**config.mk**
```make
export PLATFORM = sky130hd
export DESIGN_NAME = window_alarm_with_hysteresis_delay
export DESIGN_NICKNAME = d
export VERILOG_FILES = /design/src/sv/wahd_pkg.sv /design/src/sv/wahd_core.sv /design/src/sv/window_alarm_with_hysteresis_delay.sv
export SDC_FILE = /design/constraint.sdc
export NUM_CORES = 1
export LEC_CHECK = 0
export BUFFER_PORTS_ARGS = -buffer_cell sky130_fd_sc_hd__buf_2
export CELL_PAD_IN_SITES_DETAIL_PLACEMENT = 0
export CELL_PAD_IN_SITES_GLOBAL_PLACEMENT = 1
export CORE_UTILIZATION = 25
export CTS_BUF_LIST = sky130_fd_sc_hd__clkbuf_8
export DETAILED_ROUTE_END_ITERATION = 12
export PLACE_DENSITY_LB_ADDON = 0.1
export RECOVER_POWER = 50
export SYNTH_ARGS = -nofsm -noshare
export SYNTH_HDL_FRONTEND = slang
export SYNTH_SLANG_ARGS = --single-unit
```
**constraint.sdc**
```tcl
create_clock -name clock -period 6.1 [get_ports clock]
set_input_delay 0 -clock clock [delete_from_list [all_inputs] [get_ports clock]]
set_output_delay 0 -clock clock [all_outputs]
set_load 0.05 [all_outputs]
```
**src/sv/wahd_pkg.sv**
```systemverilog
// Shared types and constants for the window alarm with hysteresis and delay.
package wahd_pkg;

   // Field widths fixed by the register map and the result word
   localparam int SAMPLE_BITS_DEF = 16;
   localparam int LIMIT_BITS      = 16;
   localparam int HYST_BITS       = 15;
   localparam int DELAY_BITS      = 16;
   localparam int ZONE_BITS       = 2;
   localparam int CSR_ADDR_BITS   = 3;
   localparam int CSR_DATA_BITS   = 16;
   localparam int RSP_DATA_BITS   = 8;

   // Item kind carried in req_tuser
   localparam logic KIND_SAMPLE = 1'b0;
   localparam logic KIND_TICK   = 1'b1;

   // Register indexes
   typedef enum logic [CSR_ADDR_BITS-1:0] {
      CSR_HIGH_LIMIT  = 3'd0,
      CSR_LOW_LIMIT   = 3'd1,
      CSR_HYSTERESIS  = 3'd2,
      CSR_LOW_DELAY   = 3'd3,
      CSR_HIGH_DELAY  = 3'd4
   } csr_index_type;

   // Alarm zone codes
   typedef enum logic [ZONE_BITS-1:0] {
      ZONE_NORMAL = 2'd0,
      ZONE_HIGH   = 2'd1,
      ZONE_LOW    = 2'd2
   } zone_type;

   // Configuration handed to the alarm core
   typedef struct packed {
      logic signed [LIMIT_BITS-1:0] high_limit;
      logic signed [LIMIT_BITS-1:0] low_limit;
      logic [HYST_BITS-1:0]         hysteresis;
      logic [DELAY_BITS-1:0]        low_delay;
      logic [DELAY_BITS-1:0]        high_delay;
   } cfg_type;

   // Visible alarm status after the last processed word
   typedef struct packed {
      zone_type zone;
      logic     alarm_low;
      logic     alarm_high;
   } status_type;

endpackage

```
**src/sv/wahd_core.sv**
```systemverilog
// Zone tracking, delay counters and confirmed alarm flags.
module wahd_core #(
   parameter int SAMPLE_BITS = wahd_pkg::SAMPLE_BITS_DEF
) (
   input  logic                          clock,
   input  logic                          reset,
   input  logic                          step,
   input  logic                          kind,
   input  logic signed [SAMPLE_BITS-1:0] sample,
   input  wahd_pkg::cfg_type             cfg,
   output wahd_pkg::status_type          status
);
   import wahd_pkg::*;

   // Compare width: holds any sample and any limit plus or minus the band
   localparam int CW = ((SAMPLE_BITS > LIMIT_BITS + 1) ? SAMPLE_BITS : LIMIT_BITS + 1) + 1;

   zone_type              zone_ff, zone_in;
   logic                  alarm_low_ff, alarm_low_in;
   logic                  alarm_high_ff, alarm_high_in;
   logic [DELAY_BITS-1:0] low_count_ff, low_count_in;
   logic [DELAY_BITS-1:0] high_count_ff, high_count_in;
   logic                  low_run_ff, low_run_in;
   logic                  high_run_ff, high_run_in;

   logic signed [CW-1:0] s_ext;
   logic signed [CW-1:0] hyst_ext;
   logic signed [CW-1:0] hi_up;
   logic signed [CW-1:0] hi_dn;
   logic signed [CW-1:0] lo_up;
   logic signed [CW-1:0] lo_dn;
   logic                 above_hi_up;
   logic                 below_hi_dn;
   logic                 above_lo_up;
   logic                 below_lo_dn;

   // Form the widened and narrowed thresholds at full precision
   assign s_ext    = CW'(sample);
   assign hyst_ext = CW'({1'b0, cfg.hysteresis});
   assign hi_up    = CW'(cfg.high_limit) + hyst_ext;
   assign hi_dn    = CW'(cfg.high_limit) - hyst_ext;
   assign lo_up    = CW'(cfg.low_limit) + hyst_ext;
   assign lo_dn    = CW'(cfg.low_limit) - hyst_ext;

   assign above_hi_up = s_ext > hi_up;
   assign below_hi_dn = s_ext < hi_dn;
   assign above_lo_up = s_ext > lo_up;
   assign below_lo_dn = s_ext < lo_dn;

   // Next state for one sample or one tick
   always_comb begin
      zone_in       = zone_ff;
      alarm_low_in  = alarm_low_ff;
      alarm_high_in = alarm_high_ff;
      low_count_in  = low_count_ff;
      high_count_in = high_count_ff;
      low_run_in    = low_run_ff;
      high_run_in   = high_run_ff;

      if (kind == KIND_TICK) begin
         // Count down running delays; confirm only if still in that zone
         if (low_run_ff) begin
            if (low_count_ff <= DELAY_BITS'(1)) begin
               low_count_in = '0;
               low_run_in   = 1'b0;
               if (zone_ff == ZONE_LOW) begin
                  alarm_low_in = 1'b1;
               end
            end else begin
               low_count_in = low_count_ff - DELAY_BITS'(1);
            end
         end
         if (high_run_ff) begin
            if (high_count_ff <= DELAY_BITS'(1)) begin
               high_count_in = '0;
               high_run_in   = 1'b0;
               if (zone_ff == ZONE_HIGH) begin
                  alarm_high_in = 1'b1;
               end
            end else begin
               high_count_in = high_count_ff - DELAY_BITS'(1);
            end
         end
      end else begin
         // Move the zone; entering a fault zone reloads its delay
         case (zone_ff)
            ZONE_HIGH: begin
               if (below_lo_dn) begin
                  zone_in       = ZONE_LOW;
                  alarm_high_in = 1'b0;
                  low_count_in  = cfg.low_delay;
                  low_run_in    = 1'b1;
               end else if (below_hi_dn) begin
                  zone_in       = ZONE_NORMAL;
                  alarm_high_in = 1'b0;
               end
            end
            ZONE_LOW: begin
               if (above_hi_up) begin
                  zone_in       = ZONE_HIGH;
                  alarm_low_in  = 1'b0;
                  high_count_in = cfg.high_delay;
                  high_run_in   = 1'b1;
               end else if (above_lo_up) begin
                  zone_in      = ZONE_NORMAL;
                  alarm_low_in = 1'b0;
               end
            end
            default: begin
               zone_in = ZONE_NORMAL;
               if (above_hi_up) begin
                  zone_in       = ZONE_HIGH;
                  alarm_low_in  = 1'b0;
                  high_count_in = cfg.high_delay;
                  high_run_in   = 1'b1;
               end else if (below_lo_dn) begin
                  zone_in       = ZONE_LOW;
                  alarm_high_in = 1'b0;
                  low_count_in  = cfg.low_delay;
                  low_run_in    = 1'b1;
               end
            end
         endcase
      end
   end

   // Advance state once per processed word
   always_ff @(posedge clock) begin
      if (reset) begin
         zone_ff       <= ZONE_NORMAL;
         alarm_low_ff  <= 1'b0;
         alarm_high_ff <= 1'b0;
         low_count_ff  <= '0;
         high_count_ff <= '0;
         low_run_ff    <= 1'b0;
         high_run_ff   <= 1'b0;
      end else if (step) begin
         zone_ff       <= zone_in;
         alarm_low_ff  <= alarm_low_in;
         alarm_high_ff <= alarm_high_in;
         low_count_ff  <= low_count_in;
         high_count_ff <= high_count_in;
         low_run_ff    <= low_run_in;
         high_run_ff   <= high_run_in;
      end
   end

   assign status.zone       = zone_ff;
   assign status.alarm_low  = alarm_low_ff;
   assign status.alarm_high = alarm_high_ff;

endmodule

```
**src/sv/window_alarm_with_hysteresis_delay.sv**
```systemverilog
// Top level: stream ports, register file, input stage and result handshake.
// A word waits in the input stage until processed into the state registers.
// Throughput: one word per cycle; the state registers hold the result word,
// so a word is processed whenever the result slot is empty or being taken.
// Reset (synchronous, active high): zone normal, alarms and counters cleared,
// limits and band zero, both delays one.
module window_alarm_with_hysteresis_delay #(
   parameter int SAMPLE_BITS = wahd_pkg::SAMPLE_BITS_DEF
) (
   input  logic                                         clock,
   input  logic                                         reset,
   // req_tdata: sample [SAMPLE_BITS-1:0], zero padded to whole bytes
   input  logic [((SAMPLE_BITS + 7) / 8) * 8 - 1:0]     req_tdata,
   // req_tuser: kind [0]
   input  logic                                         req_tuser,
   input  logic                                         req_tvalid,
   output logic                                         req_tready,
   // rsp_tdata: zone [1:0], alarm_low [2], alarm_high [3], zero padded
   output logic [wahd_pkg::RSP_DATA_BITS-1:0]           rsp_tdata,
   output logic                                         rsp_tvalid,
   input  logic                                         rsp_tready,
   input  logic                                         csr_we,
   input  logic [wahd_pkg::CSR_ADDR_BITS-1:0]           csr_addr,
   input  logic [wahd_pkg::CSR_DATA_BITS-1:0]           csr_wdata
);
   import wahd_pkg::*;

   cfg_type cfg_ff;

   logic                          in_valid_ff, in_valid_in;
   logic                          in_kind_ff;
   logic signed [SAMPLE_BITS-1:0] in_sample_ff;
   logic                          out_valid_ff, out_valid_in;
   logic                          advance;
   status_type                    status;

   // Register writes
   always_ff @(posedge clock) begin
      if (reset) begin
         cfg_ff.high_limit <= '0;
         cfg_ff.low_limit  <= '0;
         cfg_ff.hysteresis <= '0;
         cfg_ff.low_delay  <= DELAY_BITS'(1);
         cfg_ff.high_delay <= DELAY_BITS'(1);
      end else if (csr_we) begin
         case (csr_addr)
            CSR_HIGH_LIMIT: cfg_ff.high_limit <= csr_wdata[LIMIT_BITS-1:0];
            CSR_LOW_LIMIT:  cfg_ff.low_limit  <= csr_wdata[LIMIT_BITS-1:0];
            CSR_HYSTERESIS: cfg_ff.hysteresis <= csr_wdata[HYST_BITS-1:0];
            CSR_LOW_DELAY:  cfg_ff.low_delay  <= csr_wdata[DELAY_BITS-1:0];
            CSR_HIGH_DELAY: cfg_ff.high_delay <= csr_wdata[DELAY_BITS-1:0];
            default: ;
         endcase
      end
   end

   // Process the held word when the result slot is free or draining
   assign advance    = in_valid_ff && (!out_valid_ff || rsp_tready);
   assign req_tready = !in_valid_ff || advance;

   always_comb begin
      in_valid_in = in_valid_ff;
      if (req_tvalid && req_tready) begin
         in_valid_in = 1'b1;
      end else if (advance) begin
         in_valid_in = 1'b0;
      end
   end

   always_comb begin
      out_valid_in = out_valid_ff;
      if (advance) begin
         out_valid_in = 1'b1;
      end else if (rsp_tready) begin
         out_valid_in = 1'b0;
      end
   end

   // Hold control flags
   always_ff @(posedge clock) begin
      if (reset) begin
         in_valid_ff  <= 1'b0;
         out_valid_ff <= 1'b0;
      end else begin
         in_valid_ff  <= in_valid_in;
         out_valid_ff <= out_valid_in;
      end
   end

   // Capture the input word
   always_ff @(posedge clock) begin
      if (req_tvalid && req_tready) begin
         in_kind_ff   <= req_tuser;
         in_sample_ff <= req_tdata[SAMPLE_BITS-1:0];
      end
   end

   wahd_core #(
      .SAMPLE_BITS (SAMPLE_BITS)
   ) u_core (
      .clock  (clock),
      .reset  (reset),
      .step   (advance),
      .kind   (in_kind_ff),
      .sample (in_sample_ff),
      .cfg    (cfg_ff),
      .status (status)
   );

   // Drive the result word from the state registers
   assign rsp_tvalid = out_valid_ff;
   assign rsp_tdata  = {{(RSP_DATA_BITS - ZONE_BITS - 2){1'b0}},
                        status.alarm_high, status.alarm_low, status.zone};

endmodule

```
==> flow_metrics.py <==
metrics = {
    "route": {
        "detailedRoute.firstPassIterationCount": 4,
        "wl_per_cell_um": 18.5,
        "routed_wl_um": 34700,
        "remaining_drc_errors": 0,
        "post_drt_via_cell_ratio": 4.82,
        "vias": 9039,
        "first_iter_violations": 485,
        "postRouteAntennaNets": 0,
    },
    "worst_setup_path": {
        "critPathLaunch": "cfg_ff[33]",
        "worstPathRequired_ns": 6.51,
        "end_kind": "flip-flop",
        "arrival_ns": 5.75,
        "crit_path_start_kind": "flip-flop",
        "timing.rr.start": "cfg_ff[33]",
        "setup.worst_path.class": "reg2reg",
        "timing.critical_path.fanout_max": 9,
    },
    "logic_synthesis": {
        "synth_top_area_cell": "dfxtp_1",
        "synthArstFlopShare_pct": 0,
        "post_synth_fa_ha_maj_area_fraction_pct": 17.1,
        "synth_enable_flop_cells": 17,
        "synth.area.top_cells": "dfxtp_1 23%, ha_1 16%, a21oi_1 8.0%",
        "synth.most_common_cell": "nand2_1",
        "synth_area_per_cell_um2": 7.90,
        "yosys.cell_types.count": 77,
        "dominant_combinational_cell_family_by_area_after_synthesis": "compound AO/OA/AOI/OAI gates",
        "synth.area.mux_share_pct": 0.308,
        "synth.yosys.warnings": 0,
        "yosys_most_used_dff": "dfxtp_1",
        "synth.cell_area_um2": 10100,
        "ys_seq_elements": 136,
        "netlist_instances": 1284,
        "post_synth_most_frequent_cells": "204 x nand2_1, 162 x a21oi_1, 132 x ha_1",
        "synth_xor_xnor_area_share_pct": 4.84,
        "netlist.area_leader.share_pct": 23.5,
        "synth-simple-area-share_pct": 20.9,
        "synth-compound-area-share_pct": 22.7,
        "sequential_fraction_of_the_synthesis_area_pct": 28.5,
    },
    "floorplanning": {
        "die_height_um": 203,
        "die_area_um2": 41400,
        "initial_utilization_pct": 25.5,
        "fp.coreArea_um2": 39800,
        "die_width_um": 203,
        "rows": 73,
        "top_level_ports": 51,
    },
    "placement": {
        "place_inst": 1804,
        "io_buffers": 46,
        "dpl_hpwl_um": 26600,
        "post_placement_worst_setup_slack_ns": 0.676,
        "routabilityCongestion": 0.787,
    },
    "layout": {
        "syn_to_final_growth_pct": 14.6,
        "final_design_utilization_pct": 29.2,
        "instances_no_fill": 1874,
        "post_route_cells_drive_above_1_share_pct": 7.19,
        "antenna_cells_inserted": 0,
        "final_net_count": 1513,
    },
    "sta": {
        "period_minus_slack_ns": 5.34,
        "grt_setup_unrepaired": "false",
        "hold_slack_ns": 0.0647,
        "post_route_setup_slack_ns": 0.760,
        "finalSetupViolCount": 0,
        "worst_clock_skew_ns": 0.0196,
        "timing.setup.tns_ns": 0,
        "min_period_over_period_pct": 87.5,
        "hold_viol": 0,
        "rel_slew_slack_pct": 0.247,
        "max_slew.worst_pin.slew_ns": 1.50,
        "slew_viol_final": 0,
        "timing.fmax_mhz": 187,
    },
    "clocking": {
        "tritoncts": "yes",
        "cts_buffer_depth": 2,
        "cts-buffers-inserted": 17,
        "clock_sinks": 136,
        "clockRootBuffer": "clkbuf_8",
        "cts.htree.levels": 4,
        "post_cts.repair.setup_buffers": 0,
        "clk_slew_on_worst_s_h_paths_ns": 0.10,
        "clock_insertion_delay_worst_skew_ns": 0.49,
    },
    "grt": {
        "maximum_number_of_pins_on_one_net_before_global_route_repair": 65,
        "grt_remaining_overflow": 0,
        "antenna_found_initial": 0,
        "grt_util_all_layers_pct": 17.3,
        "vias_in_the_first_global_route": 9145,
        "wire_length_of_the_first_global_routing_pass_um": 53800,
    },
    "status": {
        "outcome": "finished, final reports clean",
    },
    "worst_hold_path": {
        "hold_class": "in2reg",
        "hold_path.startpoint": "csr_addr[0]",
    },
    "power": {
        "peak_vdd_ir_v": 0.000109,
        "p_leak_nw": 4.53,
        "power_density_over_cell_area_nw_per_um2": 211,
    },
    "flow_run": {
        "max_cap_viol_count": 0,
    },
}
==> registers in the layout, summed over array words and instances, names as in the netlist <==
signal,flops
u_core.alarm_low_ff,1
u_core.low_run_ff,1
in_kind_ff,1
rsp_tvalid,1
u_core.low_count_ff,16
in_sample_ff,16
u_core.alarm_high_ff,1
in_valid_ff,1
cfg_ff,79
u_core.zone_ff,2
u_core.high_count_ff,16
u_core.high_run_ff,1
==> routing by layer <==
layer  track usage [%]  share of wire, %  vias up
li1                  -                 -     4673
met1              22.9                49     4232
met2              29.3                47      113
met3              2.60               2.7       21
met4              4.19               1.1        0
met5                 0                 0        -
==> cell type report <==
type | count | area [um^2]
timing repair buffer | 100 | 721
tap | 525 | 657
sequential | 136 | 2890
fill | 4396 | 28200
multi-input combinational | 1014 | 6690
clock buffer | 19 | 262
clock inverter | 13 | 141
inverter | 67 | 251
==> cells by family after synthesis <==
| group | Yosys count |
|---|---|
| fa+ha+maj | 136 |
| other cells | 1 |
| mux | 3 |
| xor+xnor | 56 |
| simple gates | 456 |
| compound gates | 359 |
| buf+inv | 137 |
| flops | 136 |
==> power breakdown <==
group | internal [W] | switching, W
registers | 0.000932 | 0.0000301
clock network | 0.000390 | 0.000422
logic | 0.000261 | 0.000419
==> metrics by stage <==
stage | total power, W | instance area [um^2]
after floorplan | 0.00144 | 10200
after global placement | 0.00166 | 10800
after detailed placement | 0.00165 | 10800
after CTS | 0.00250 | 11600
after global routing | 0.00261 | 11600
final | 0.00245 | 11600
==> critical path, stage by stage, from the launching register on <==
cell and delay, ns:
dfxtp_1 0.51, inv_1 0.19, ha_1 0.34, nor2b_1 0.17
o21ai_0 0.10, o211ai_1 0.15, a2111oi_0 0.15, buf_4 0.16
o41ai_1 0.46, a221oi_1 0.21, or3b_1 0.38, nand4_1 0.08
ha_1 0.26, nand3_1 0.15, or3_1 0.14, o31ai_2 0.06
a21oi_1 0.42, o21bai_4 0.17, o22ai_1 0.61, buf_4 0.28
nor2_1 0.05, a211oi_1 0.20
==> path summary, 6_finish.rpt <==
path | endpoint | cells after the start | slack, ns
worst min register to register | cfg_ff[2] | 2 | 0.46
worst max register to register | u_core.high_count_ff[14] | 21 | 0.76
worst min-delay path | cfg_ff[38] | 5 | 0.06
worst max-delay path | u_core.high_count_ff[14] | 21 | 0.76
==> placed cells by master, fill, tap and decap left out, types with 8 or more instances in the layout <==
cell and instances:
buf_4 16, o31ai_1 15, nor2_1 94, nand3_1 15, a21oi_1 162, nand4_1 12
nor3_1 34, buf_2 38, a211oi_1 21, a21o_1 13, nand2_1 204, dlygate4sd3_1 38
xor2_1 16, a31oi_1 9, o21ai_0 27, and3_1 9, clkbuf_8 19, o21ai_1 11
o21bai_1 8, nor2b_1 17, dfxtp_1 119, or3_1 9, edfxtp_1 17, nor4_1 11
xnor2_1 40, clkbuf_1 8, inv_1 68, ha_1 132, nand2b_1 16
==> what timing repair did <==
item / in CTS / in global routing
hold buffers: 38 / 0
gates resized for setup: 0 / 0
endpoints found under the hold margin: 98 / 0
(Power assumes the default switching activity.)
